===== config.mk =====
export PLATFORM = sky130hd
export DESIGN_NAME = argb_alpha_blend_pixel
export DESIGN_NICKNAME = d
export VERILOG_FILES = /design/src/sv/abp_pkg.sv /design/src/sv/abp_lane.sv /design/src/sv/abp_merge.sv /design/src/sv/argb_alpha_blend_pixel.sv
export SDC_FILE = /design/constraint.sdc
export NUM_CORES = 2
export LEC_CHECK = 0
export ABC_AREA = 1
export BUFFER_PORTS_ARGS = -buffer_cell sky130_fd_sc_hd__buf_2
export CELL_PAD_IN_SITES_DETAIL_PLACEMENT = 2
export CELL_PAD_IN_SITES_GLOBAL_PLACEMENT = 2
export CORE_MARGIN = 3
export CORE_UTILIZATION = 42
export CTS_BUF_LIST = sky130_fd_sc_hd__clkbuf_4 sky130_fd_sc_hd__clkbuf_8 sky130_fd_sc_hd__clkbuf_16
export CTS_CLUSTER_DIAMETER = 80
export DETAILED_ROUTE_END_ITERATION = 10
export PLACE_DENSITY_LB_ADDON = 0.12
export SETUP_SLACK_MARGIN = 0.02
export SLEW_MARGIN = 15
export SYNTH_ARGS = -nofsm -noshare
export SYNTH_HDL_FRONTEND = slang
export SYNTH_HIERARCHICAL = 1
export SYNTH_SLANG_ARGS = --single-unit

===== constraint.sdc =====
create_clock -name clock -period 19.6 [get_ports clock]
set_input_delay 0.98 -clock clock [delete_from_list [all_inputs] [get_ports clock]]
set_output_delay 0.98 -clock clock [all_outputs]
set_load 0.005 [all_outputs]

===== src/sv/abp_pkg.sv =====
// abp_pkg: shared constants, types and helpers for the ARGB alpha blend block.
// Used by abp_lane, abp_merge and argb_alpha_blend_pixel. No dependencies.
package abp_pkg;

   // destination formats
   localparam logic [1:0] FMT_XRGB32 = 2'd0;
   localparam logic [1:0] FMT_RGB24  = 2'd1;
   localparam logic [1:0] FMT_RGB565 = 2'd2;
   localparam logic [1:0] FMT_UNUSED = 2'd3;

   // configuration register indexes
   localparam logic [1:0] CSR_GLOBAL_ALPHA = 2'd0;
   localparam logic [1:0] CSR_DEST_FORMAT  = 2'd1;
   localparam logic [1:0] CSR_ALPHA_ACCUM  = 2'd2;

   localparam logic [7:0] GLOBAL_ALPHA_RST = 8'hff;
   localparam logic [7:0] CHAN_MAX         = 8'hff;

   // number of lanes: blue, green, red, alpha
   localparam int NUM_LANES  = 4;
   localparam int LANE_ALPHA = 3;

   // floor(n / 65025) by reciprocal multiply plus one correction step
   localparam int            DIV_SHIFT = 40;
   localparam logic [15:0]   DIVISOR   = 16'd65025;
   localparam logic [24:0]   RECIP     = 25'((64'd1 << DIV_SHIFT) / 64'd65025);
   localparam int            NUM_W     = 24;
   localparam int            PROD_W    = NUM_W + 25;

   typedef struct packed {
      logic       neg;    // destination above source: subtract
      logic [7:0] base;   // destination channel
      logic       sat;    // saturate on overflow (alpha accumulate)
   } lane_meta_type;

   typedef struct packed {
      logic [7:0]    mag;  // |s - d|
      lane_meta_type meta;
   } lane_in_type;

   typedef struct packed {
      logic        vld;
      logic        byp;        // pixel bypasses the blend
      logic [31:0] byp_pixel;
      logic [1:0]  fmt;
      logic        acc;
   } merge_ctl_type;

   function automatic logic [31:0] pack565(input logic [7:0] r, input logic [7:0] g,
                                           input logic [7:0] b);
      logic [31:0] res;
      res = {16'd0, r[7:3], g[7:2], b[7:3]};
      return res;
   endfunction

endpackage


===== src/sv/abp_lane.sv =====
// abp_lane: one channel of the blend, d + trunc((s-d)*w/65025), four stages.
// Depends on abp_pkg for the divider constants and lane types.
module abp_lane (
   input  logic                 clock,
   input  logic                 en,
   input  abp_pkg::lane_in_type lane_in,
   input  logic [15:0]          weight,
   output logic [7:0]           result
);

   logic [abp_pkg::NUM_W-1:0]  num_ff;
   abp_pkg::lane_meta_type     meta2_ff;
   logic [abp_pkg::NUM_W-1:0]  num3_ff;
   logic [7:0]                 qest_ff;
   abp_pkg::lane_meta_type     meta3_ff;
   logic [7:0]                 quot_ff;
   abp_pkg::lane_meta_type     meta4_ff;
   logic [7:0]                 result_ff;

   logic [abp_pkg::PROD_W-1:0] prod;
   logic [abp_pkg::NUM_W-1:0]  qden;
   logic [abp_pkg::NUM_W-1:0]  rem;
   logic [7:0]                 quot_in;
   logic [8:0]                 sum;
   logic [7:0]                 result_in;

   assign prod    = abp_pkg::PROD_W'(num_ff) * abp_pkg::PROD_W'(abp_pkg::RECIP);
   assign qden    = abp_pkg::NUM_W'(qest_ff) * abp_pkg::NUM_W'(abp_pkg::DIVISOR);
   assign rem     = num3_ff - qden;
   // estimate is low by at most one
   assign quot_in = qest_ff + 8'(rem >= abp_pkg::NUM_W'(abp_pkg::DIVISOR));
   assign sum     = {1'b0, meta4_ff.base} + {1'b0, quot_ff};

   always_comb begin
      if (meta4_ff.neg) begin
         result_in = meta4_ff.base - quot_ff;
      end else if (meta4_ff.sat && sum[8]) begin
         result_in = abp_pkg::CHAN_MAX;
      end else begin
         result_in = sum[7:0];
      end
   end

   always_ff @(posedge clock) begin
      if (en) begin
         num_ff    <= abp_pkg::NUM_W'(lane_in.mag) * abp_pkg::NUM_W'(weight);
         meta2_ff  <= lane_in.meta;
         num3_ff   <= num_ff;
         qest_ff   <= prod[abp_pkg::DIV_SHIFT +: 8];
         meta3_ff  <= meta2_ff;
         quot_ff   <= quot_in;
         meta4_ff  <= meta3_ff;
         result_ff <= result_in;
      end
   end

   assign result = result_ff;

endmodule


===== src/sv/abp_merge.sv =====
// abp_merge: packs the lane results into the destination format and holds
// the result beat. Depends on abp_pkg for format codes and pack565.
module abp_merge (
   input  logic                   clock,
   input  logic                   reset,
   input  logic                   en,
   input  abp_pkg::merge_ctl_type ctl,
   input  logic [7:0]             lane_res [abp_pkg::NUM_LANES],
   output logic                   rsp_tvalid,
   output logic [31:0]            rsp_tdata
);

   logic        rsp_tvalid_ff;
   logic [31:0] rsp_tdata_ff;
   logic [31:0] pixel_in;
   logic [7:0]  alpha;

   assign alpha = ctl.acc ? lane_res[abp_pkg::LANE_ALPHA] : 8'd0;

   always_comb begin
      case (ctl.fmt)
         abp_pkg::FMT_XRGB32: begin
            pixel_in = {alpha, lane_res[2], lane_res[1], lane_res[0]};
         end
         abp_pkg::FMT_RGB24: begin
            pixel_in = {8'd0, lane_res[2], lane_res[1], lane_res[0]};
         end
         abp_pkg::FMT_RGB565: begin
            pixel_in = abp_pkg::pack565(lane_res[2], lane_res[1], lane_res[0]);
         end
         default: begin
            pixel_in = ctl.byp_pixel;
         end
      endcase
      if (ctl.byp) begin
         pixel_in = ctl.byp_pixel;
      end
   end

   always_ff @(posedge clock) begin
      if (reset) begin
         rsp_tvalid_ff <= 1'b0;
      end else if (en) begin
         rsp_tvalid_ff <= ctl.vld;
      end
   end

   always_ff @(posedge clock) begin
      if (en) begin
         rsp_tdata_ff <= pixel_in;
      end
   end

   assign rsp_tvalid = rsp_tvalid_ff;
   assign rsp_tdata  = rsp_tdata_ff;

endmodule


===== src/sv/argb_alpha_blend_pixel.sv =====
// argb_alpha_blend_pixel: top level, configuration registers, operand stage,
// four channel lanes and the merge stage. Depends on abp_pkg, abp_lane, abp_merge.
//
//   channel | dir | handshake              | payload
//   req     | in  | req_tvalid/req_tready  | req_tdata: src_pixel 31:0, dest_pixel 63:32
//   rsp     | out | rsp_tvalid/rsp_tready  | rsp_tdata: new_dest_pixel 31:0
//   csr     | in  | csr_we                 | csr_index, csr_wdata
//
// One beat per cycle sustained while no result is held; rsp_tvalid rises once a beat
// has passed the operand stage, four lane stages and output register (six registers).
// The lane multiplier chain sets the latency, the single pipeline enable the rate.
// A held result with rsp_tready low freezes the whole pipe and drops req_tready.
// Reset clears all stage valids and loads global_alpha 255, format xRGB,
// accumulate off.
module argb_alpha_blend_pixel (
   input  logic        clock,
   input  logic        reset,
   input  logic        req_tvalid,
   output logic        req_tready,
   input  logic [63:0] req_tdata,   // src_pixel 31:0, dest_pixel 63:32
   output logic        rsp_tvalid,
   input  logic        rsp_tready,
   output logic [31:0] rsp_tdata,   // new_dest_pixel 31:0
   input  logic        csr_we,
   input  logic [1:0]  csr_index,
   input  logic [7:0]  csr_wdata
);

   localparam int DLY = 5;  // operand stage plus four lane stages

   logic [7:0] ga_ff;
   logic [1:0] fmt_ff;
   logic       acc_ff;

   logic                 en;
   logic [DLY-1:0]       vld_ff;
   logic [DLY-1:0]       byp_ff;
   logic [31:0]          byp_pixel_ff [DLY];
   logic [15:0]          weight_ff;
   abp_pkg::lane_in_type lane_ff [abp_pkg::NUM_LANES];

   logic [31:0]          src;
   logic [31:0]          dst;
   logic [7:0]           src_a;
   logic [7:0]           s_ch [3];
   logic [7:0]           d_ch [3];
   logic                 copy;
   logic                 byp_in;
   logic [31:0]          byp_pixel_in;
   abp_pkg::lane_in_type lane_in [abp_pkg::NUM_LANES];
   logic [7:0]           lane_res [abp_pkg::NUM_LANES];
   abp_pkg::merge_ctl_type ctl;

   assign en         = !rsp_tvalid || rsp_tready;
   assign req_tready = en;

   // configuration
   always_ff @(posedge clock) begin
      if (reset) begin
         ga_ff  <= abp_pkg::GLOBAL_ALPHA_RST;
         fmt_ff <= abp_pkg::FMT_XRGB32;
         acc_ff <= 1'b0;
      end else if (csr_we) begin
         case (csr_index)
            abp_pkg::CSR_GLOBAL_ALPHA: ga_ff  <= csr_wdata;
            abp_pkg::CSR_DEST_FORMAT:  fmt_ff <= csr_wdata[1:0];
            abp_pkg::CSR_ALPHA_ACCUM:  acc_ff <= csr_wdata[0];
            default: begin
            end
         endcase
      end
   end

   // operand unpack
   assign src     = req_tdata[31:0];
   assign dst     = req_tdata[63:32];
   assign src_a   = src[31:24];
   assign s_ch[0] = src[7:0];
   assign s_ch[1] = src[15:8];
   assign s_ch[2] = src[23:16];
   assign copy    = (src_a == abp_pkg::CHAN_MAX) && (ga_ff == abp_pkg::CHAN_MAX);

   always_comb begin
      if (fmt_ff == abp_pkg::FMT_RGB565) begin
         d_ch[0] = {dst[4:0], 3'b000};
         d_ch[1] = {dst[10:5], 2'b00};
         d_ch[2] = {dst[15:11], 3'b000};
      end else begin
         d_ch[0] = dst[7:0];
         d_ch[1] = dst[15:8];
         d_ch[2] = dst[23:16];
      end
   end

   always_comb begin
      for (int i = 0; i < 3; i++) begin
         lane_in[i].meta.neg  = d_ch[i] > s_ch[i];
         lane_in[i].meta.base = d_ch[i];
         lane_in[i].meta.sat  = 1'b0;
         lane_in[i].mag       = (d_ch[i] > s_ch[i]) ? (d_ch[i] - s_ch[i])
                                                    : (s_ch[i] - d_ch[i]);
      end
      // alpha lane: trunc(255*a*ga/65025) added to destination alpha
      lane_in[abp_pkg::LANE_ALPHA].mag       = abp_pkg::CHAN_MAX;
      lane_in[abp_pkg::LANE_ALPHA].meta.neg  = 1'b0;
      lane_in[abp_pkg::LANE_ALPHA].meta.base = dst[31:24];
      lane_in[abp_pkg::LANE_ALPHA].meta.sat  = 1'b1;
   end

   // transparent source, opaque copy and unused format skip the blend
   always_comb begin
      byp_in       = 1'b1;
      byp_pixel_in = dst;
      case (fmt_ff)
         abp_pkg::FMT_XRGB32: begin
            byp_in       = (src_a == 8'd0) || copy;
            byp_pixel_in = copy ? src : dst;
         end
         abp_pkg::FMT_RGB24: begin
            byp_in       = (src_a == 8'd0) || copy;
            byp_pixel_in = copy ? {8'd0, src[23:0]} : {8'd0, dst[23:0]};
         end
         abp_pkg::FMT_RGB565: begin
            byp_in       = (src_a == 8'd0) || copy;
            byp_pixel_in = copy ? abp_pkg::pack565(s_ch[2], s_ch[1], s_ch[0])
                                : {16'd0, dst[15:0]};
         end
         default: begin
            byp_in       = 1'b1;
            byp_pixel_in = dst;
         end
      endcase
   end

   always_ff @(posedge clock) begin
      if (reset) begin
         vld_ff <= '0;
      end else if (en) begin
         vld_ff <= {vld_ff[DLY-2:0], req_tvalid};
      end
   end

   always_ff @(posedge clock) begin
      if (en) begin
         weight_ff       <= 16'(src_a) * 16'(ga_ff);
         lane_ff         <= lane_in;
         byp_ff          <= {byp_ff[DLY-2:0], byp_in};
         byp_pixel_ff[0] <= byp_pixel_in;
         for (int i = 1; i < DLY; i++) begin
            byp_pixel_ff[i] <= byp_pixel_ff[i-1];
         end
      end
   end

   for (genvar g = 0; g < abp_pkg::NUM_LANES; g++) begin : gen_lane
      abp_lane u_lane (
         .clock   (clock),
         .en      (en),
         .lane_in (lane_ff[g]),
         .weight  (weight_ff),
         .result  (lane_res[g])
      );
   end

   assign ctl.vld       = vld_ff[DLY-1];
   assign ctl.byp       = byp_ff[DLY-1];
   assign ctl.byp_pixel = byp_pixel_ff[DLY-1];
   assign ctl.fmt       = fmt_ff;
   assign ctl.acc       = acc_ff;

   abp_merge u_merge (
      .clock      (clock),
      .reset      (reset),
      .en         (en),
      .ctl        (ctl),
      .lane_res   (lane_res),
      .rsp_tvalid (rsp_tvalid),
      .rsp_tdata  (rsp_tdata)
   );

endmodule

# After elaboration in Yosys (flattened, before gate mapping)
# Memories as Yosys holds them, arrays and structs flattened.
# Cells that the tools add are included.
# Widths: inputs -> output; s select.
# word_totals
regBits,522
ramBits,160
inputBits,79
output_inout_bits,34
word_cells,135
memories,1
# op_classes
n_addsub,21
multipliers,13
magnitude_cmp,7
n_eq_ne,6
muxes,16
reduce_logical,11
# memory_table
memory,depth,word_bits,read_ports,rd_ports_with_merged_regs,write_ports,line,rtl
byp_pixel_ff,5,32,5,0,5,argb_alpha_blend_pixel.sv:38,logic [31:0] byp_pixel_ff [DLY];
# ops
cell,count
$pmux 32 s3,2
$mul 24x23->46 const B,4
$ge 24x16->1 const B,4
$mul 8x16->24 const B,4
$sub 24x24->24,4
$mul 8x16->24,3
$sub 8x8->8,9
$mux 32,2
$mux 8,7
$mux 24,2
$add 8x1->8,4
$add 8x8->8,3
$gt 8x8->1,3
$mul 8x16->24 const A,1
$eq 8x8->1 const B,2
$mul 8x8->16,1
$mux 16,1
$add 8x8->9,1
$logic_not 8->1,1
$reduce_and 2->1,3
$eq 2x1->1 const B,2
$eq 2x2->1 const B,2
$logic_not 2->1,2
$reduce_or 3->1,1
other kinds (4),6

# Depth between registers and ports, before layout
# depth
depth_word,4
mapped_depth,28
mapped_depth_nobuf,28

# Hierarchy
# The synthesis kept the hierarchy.
# modules_own_cells
mod,n_inst,cells_per_inst,area_each_um2,seq_area_each_um2
abp_lane (gen_lane[0].u_lane ...),2,1954,16504.6,3062.9
abp_lane (gen_lane[3].u_lane),1,1987,16653.5,3062.9
abp_lane (gen_lane[2].u_lane),1,1921,16447.0,3062.9
argb_alpha_blend_pixel,1,1285,13459.2,7527.2
abp_merge,1,166,1624.1,980.9

# Least setup slack after synthesis
# No wires, ideal clock.
# synth_timing
path_type,input -> register
startpoint,in rsp_tready
endpoint,"reg u_merge.rsp_tvalid_ff, in the netlist u_merge/rsp_tvalid"
setup_ns,0.687
t_arrival_ns,14.989
t_required_ns,18.913
setup_slack_ns,3.924
stages,3
n_path_buf,0
path_cell_list,nor2_1 > inv_1 > a211oi_1
# synth_via
elab_chain_len,1
# synth_rtl
element,line,rtl
"start, declared",argb_alpha_blend_pixel.sv:22,"input logic rsp_tready,"
$logic_or 1x1->1,argb_alpha_blend_pixel.sv:54,assign en = !rsp_tvalid || rsp_tready;
via req_tready,argb_alpha_blend_pixel.sv:19,"output logic req_tready,"
"end signal, assigned",abp_merge.sv:44,rsp_tvalid_ff <= ctl.vld;
"end, declared",abp_merge.sv:13,logic rsp_tvalid_ff;
# The timed path passes the listed nets, and every way through them passes these cells.
# A chain may end at the register's enable or synchronous reset.

# Worst setup path after layout
# layout_timing
startpoint,reg gen_lane[3].u_lane.qest_ff[6]
endpoint,reg gen_lane[3].u_lane.quot_ff[6] (data pin)
# layout_via
elab_chain_len,4
# layout_rtl
element,line,rtl
"start, declared",abp_lane.sv:14,logic [7:0] qest_ff;
"start signal, assigned",abp_lane.sv:49,qest_ff <= prod[abp_pkg::DIV_SHIFT +: 8];
$mul 8x16->24,abp_lane.sv:28,assign qden = abp_pkg::NUM_W'(qest_ff) * abp_pkg::NUM_W'(abp_pkg::DIVISOR);
$sub 24x24->24,abp_lane.sv:29,assign rem = num3_ff - qden;
$ge 24x16->1,abp_lane.sv:31,assign quot_in = qest_ff + 8'(rem >= abp_pkg::NUM_W'(abp_pkg::DIVISOR));
$add 8x1->8 (*),abp_lane.sv:31,
via gen_lane[3].u_lane.quot_in[6],abp_lane.sv:23,logic [7:0] quot_in;
"end signal, assigned",abp_lane.sv:51,quot_ff <= quot_in;
"end, declared",abp_lane.sv:16,logic [7:0] quot_ff;
# Mark *: on every way through the listed nets, which the timed path passes. The rest lies on a longest branch.

==> impl_metrics.prom <==
# TYPE chip_impl_metric gauge
chip_impl_info{name="grt_setup_unrepaired",value="false"} 1
chip_impl_metric{name="cts_buffer_depth",unit=""} 3
chip_impl_metric{name="netlist-cell-type-count",unit=""} 62
chip_impl_metric{name="yosysWarningCount",unit=""} 6
chip_impl_metric{name="synth.ff_latch_count",unit=""} 697
chip_impl_metric{name="worst_pin_slew",unit="ns"} 1.19
chip_impl_metric{name="route.antenna.remaining_nets",unit=""} 0
chip_impl_info{name="min-delay-start",value="reset"} 1
chip_impl_metric{name="total_setup_violations_reported_at_the_end_of_the_flow",unit=""} 0
chip_impl_metric{name="hold_ws",unit="ns"} 0.407
chip_impl_metric{name="clkSinkCount",unit=""} 697
chip_impl_info{name="launching_element_type_of_the_critical_path",value="flop"} 1
chip_impl_info{name="r2r_start",value="gen_lane[3].u_lane/qest_ff[6]$_DFFE_PP_"} 1
chip_impl_metric{name="critPathArrivalTime",unit="ns"} 6.46
chip_impl_metric{name="detailroute.via_count",unit=""} 64300
chip_impl_metric{name="postLayoutCoreUtil",unit=""} 0.458
chip_impl_metric{name="grt_antenna_before_repair",unit=""} 16
chip_impl_metric{name="finish.instance_area",unit="sq um"} 87500
chip_impl_metric{name="asr_flop_ratio_synth",unit=""} 0
chip_impl_metric{name="crit_path_max_fanout",unit=""} 6
chip_impl_info{name="cp-startpoint",value="gen_lane[3].u_lane/qest_ff[6]$_DFFE_PP_"} 1
chip_impl_info{name="cts_tree",value="done"} 1
chip_impl_metric{name="firstDrtPassIters",unit=""} 7
chip_impl_metric{name="track_usage",unit=""} 0.291
chip_impl_metric{name="max_clock_freq",unit="MHz"} 167
chip_impl_metric{name="routed_via_density",unit=""} 5.39
chip_impl_metric{name="placed_cell_area",unit="sq um"} 84300
chip_impl_metric{name="initial_core_util",unit=""} 0.425
chip_impl_metric{name="finish.net_count",unit=""} 11600
chip_impl_info{name="setup.worst_path.class",value="flop to flop"} 1
chip_impl_metric{name="clock-skew-final",unit="ns"} 0.0723
chip_impl_metric{name="final-max-slew-violation-count",unit=""} 0
chip_impl_info{name="cts_root_buf",value="sky130_fd_sc_hd__clkbuf_16"} 1
chip_impl_metric{name="placement_rows",unit=""} 160
chip_impl_metric{name="routed_wire_length_per_instance",unit="um"} 24.2
chip_impl_metric{name="finalWirelength",unit="mm"} 289
chip_impl_metric{name="max_cap_viol_count",unit=""} 0
chip_impl_metric{name="die_w",unit="um"} 446
chip_impl_metric{name="worst_skew_pair.late_latency",unit="ns"} 0.77
chip_impl_metric{name="syn_avg_cell_area",unit="sq um"} 8.76
chip_impl_metric{name="finalWeightedCongestion",unit=""} 0.875
chip_impl_info{name="hold_class",value="input port to flop"} 1
chip_impl_metric{name="post-route-drc-count",unit=""} 0
chip_impl_metric{name="period_needed",unit="ns"} 5.99
chip_impl_metric{name="grt_overflow_total",unit=""} 0
chip_impl_metric{name="grt_start_max_net_pins",unit=""} 165
chip_impl_metric{name="drive_gt1_frac",unit=""} 0.0457
chip_impl_metric{name="die-area",unit="sq um"} 199000
chip_impl_metric{name="dpl.hpwl",unit="mm"} 231
chip_impl_metric{name="fp.dieH",unit="um"} 446
chip_impl_info{name="status",value="finished, final reports clean"} 1
chip_impl_metric{name="finalHoldViolations",unit=""} 0
chip_impl_info{name="end_kind",value="flop"} 1
chip_impl_metric{name="required_time_of_the_critical_path",unit="ns"} 20.08
chip_impl_metric{name="numCtsBuffers",unit=""} 92
chip_impl_metric{name="postCtsSetupRepairBufs",unit=""} 0
chip_impl_metric{name="finalCritPeriodShare",unit=""} 0.305
chip_impl_metric{name="slew_headroom",unit=""} 0.207
chip_impl_metric{name="syn-cell-area",unit="sq um"} 81200
chip_impl_metric{name="count_of_flip_flops_with_a_built_in_enable_after_synthesis",unit=""} 680
chip_impl_metric{name="grt_first_pass_wirelength",unit="mm"} 447
chip_impl_metric{name="floorplan.core_area",unit="sq um"} 191000
chip_impl_metric{name="cts-hold-fix-buffers",unit=""} 0
chip_impl_metric{name="clkTransAtPathRegs",unit="ns"} 0.06
chip_impl_info{name="postSynth.topFlopCell",value="sky130_fd_sc_hd__edfxtp_1"} 1
chip_impl_metric{name="syn2layout_area_growth",unit="%"} 7.77
chip_impl_metric{name="first_global_vias",unit=""} 75200
chip_impl_metric{name="post_synth_inst_count",unit=""} 9267
chip_impl_metric{name="num_io_pins",unit=""} 113
chip_impl_metric{name="ys_seq_area_frac",unit=""} 0.256
chip_impl_metric{name="post_cts.resized_instances",unit=""} 0
chip_impl_metric{name="sum_of_negative_setup_slack",unit="ns"} 0
chip_impl_metric{name="initial_drt_markers",unit=""} 3163
chip_impl_metric{name="ctsHtreeMaxLevel",unit=""} 3
chip_impl_metric{name="portBuffers",unit=""} 112
[stage by stage]
| stage | cells | setup WS (ns) |
|---|---|---|
| 5_1_grt | 11900 | 13.25 |
| 2_1_floorplan | 9278 | 3.92 |
| 3_5_place_dp | 11700 | 13.65 |
| 3_3_place_gp | 11700 | 13.92 |
| 4_1_cts | 11900 | 13.60 |
| 6_report | 11900 | 13.61 |
[worst max-delay path, stage by stage (launching register included)]
cell and delay [ns]:
sky130_fd_sc_hd__edfxtp_1 0.60, sky130_fd_sc_hd__inv_1 0.23, sky130_fd_sc_hd__fa_1 0.55, sky130_fd_sc_hd__ha_1 0.42
sky130_fd_sc_hd__inv_1 0.09, sky130_fd_sc_hd__o21ai_0 0.29, sky130_fd_sc_hd__fa_1 0.50, sky130_fd_sc_hd__fa_1 0.48
sky130_fd_sc_hd__ha_1 0.40, sky130_fd_sc_hd__nand2_1 0.13, sky130_fd_sc_hd__nor3_1 0.27, sky130_fd_sc_hd__nand2_1 0.14
sky130_fd_sc_hd__nor2_1 0.13, sky130_fd_sc_hd__nand2_1 0.09, sky130_fd_sc_hd__nand3_1 0.11, sky130_fd_sc_hd__nand2_1 0.06
sky130_fd_sc_hd__nand2_1 0.08, sky130_fd_sc_hd__nand3_1 0.07, sky130_fd_sc_hd__nor2_1 0.10, sky130_fd_sc_hd__nand3_1 0.14
sky130_fd_sc_hd__ha_1 0.26, sky130_fd_sc_hd__ha_1 0.23, sky130_fd_sc_hd__nand2_1 0.13, sky130_fd_sc_hd__nor3_1 0.07
sky130_fd_sc_hd__xor2_1 0.15
[cell usage in the layout, fill, tap and decap left out, types with 17 or more instances in the layout]
cell / n
sky130_fd_sc_hd__buf_2: 112
sky130_fd_sc_hd__nand4_1: 105
sky130_fd_sc_hd__nand3_1: 325
sky130_fd_sc_hd__ha_1: 1513
sky130_fd_sc_hd__clkinv_1: 17
sky130_fd_sc_hd__diode_2: 21
sky130_fd_sc_hd__edfxtp_1: 680
sky130_fd_sc_hd__nand2_1: 2035
sky130_fd_sc_hd__nor4_1: 19
sky130_fd_sc_hd__buf_4: 26
sky130_fd_sc_hd__xor2_1: 142
sky130_fd_sc_hd__a31oi_1: 36
sky130_fd_sc_hd__nand3b_1: 19
sky130_fd_sc_hd__clkbuf_16: 92
sky130_fd_sc_hd__o21bai_1: 47
sky130_fd_sc_hd__nor2_1: 430
sky130_fd_sc_hd__nor3_1: 75
sky130_fd_sc_hd__o21ai_1: 27
sky130_fd_sc_hd__nor2_2: 17
sky130_fd_sc_hd__fa_1: 659
sky130_fd_sc_hd__o21ai_0: 250
sky130_fd_sc_hd__nand2_2: 30
sky130_fd_sc_hd__a21oi_1: 381
sky130_fd_sc_hd__inv_1: 1984
sky130_fd_sc_hd__xnor2_1: 65
sky130_fd_sc_hd__a21o_1: 55
[kinds of logic after synthesis]
family                     count (synthesis)  synth area share
adders and majority gates               2172             0.396
xor gates and xnor gates                 207            0.0223
other                                      2         0.0000925
AOI/OAI and AO/OA                        889            0.0622
DFF                                      697             0.256
buffers and inverters                   2180             0.103
and+or+nand+nor                         3120             0.161
[registers in the layout, indices dropped and copies added, names as in the netlist, 8 cells and up]
signal	flops
ga_ff	8
gen_lane.u_lane/meta2_ff	40
weight_ff	16
lane_ff	59
gen_lane.u_lane/num3_ff	96
gen_lane.u_lane/result	32
gen_lane.u_lane/qest_ff	32
gen_lane.u_lane/num_ff	96
byp_pixel_ff	160
gen_lane.u_lane/quot_ff	32
u_merge/rsp_tdata	32
gen_lane.u_lane/meta3_ff	40
gen_lane.u_lane/meta4_ff	40
[cell type report]
| cell class | count | area [sq um] |
|---|---|---|
| timing repair buffer | 140 | 796 |
| fill | 21000 | 104000 |
| antenna | 21 | 52.6 |
| inverter | 1997 | 7500 |
| clock buffer | 108 | 2420 |
| tap | 2511 | 3140 |
| sequential | 697 | 20800 |
| clock inverter | 61 | 689 |
| multi-input combinational | 6401 | 52100 |
[Yosys cell counts, types with 36 or more instances]
library cell               number  area (sq um)
sky130_fd_sc_hd__nor2_1       430          1610
sky130_fd_sc_hd__inv_1       1985          7450
sky130_fd_sc_hd__o21bai_1      47           353
sky130_fd_sc_hd__a31oi_1       36           225
sky130_fd_sc_hd__xor2_1       142          1240
sky130_fd_sc_hd__nand2_1     2035          7640
sky130_fd_sc_hd__a21oi_1      381          1910
sky130_fd_sc_hd__o21ai_0      250          1250
sky130_fd_sc_hd__ha_1        1513         18900
sky130_fd_sc_hd__nor3_1        75           375
sky130_fd_sc_hd__xnor2_1       65           569
sky130_fd_sc_hd__fa_1         659         13200
sky130_fd_sc_hd__nand4_1      105           657
sky130_fd_sc_hd__edfxtp_1     680         20400
sky130_fd_sc_hd__a21o_1        55           413
sky130_fd_sc_hd__clkbuf_1     131           492
sky130_fd_sc_hd__nand3_1      325          1630
[metal layers]
metal	global-route usage	share of wire	wire [um]
met3	0.0258	0.028	8040
met4	0.122	0.046	13200
met2	0.545	0.53	152000
met5	0	0.00013	37
met1	0.337	0.40	116000
[final timing paths]
path	endpoint	slack [ns]	cells after the start
setup / recovery	gen_lane[3].u_lane/quot_ff[6]$_DFFE_PP_	13.61	24
hold / removal	u_merge/rsp_tvalid$_SDFFE_PP0P_	0.41	2
setup reg to reg	gen_lane[3].u_lane/quot_ff[6]$_DFFE_PP_	13.61	24
hold reg to reg	gen_lane[2].u_lane/meta4_ff[8]$_DFFE_PP_	0.41	0
Power is not shown: default switching activity piles up to over one toggle a cycle in this logic, so the estimate is an artifact.
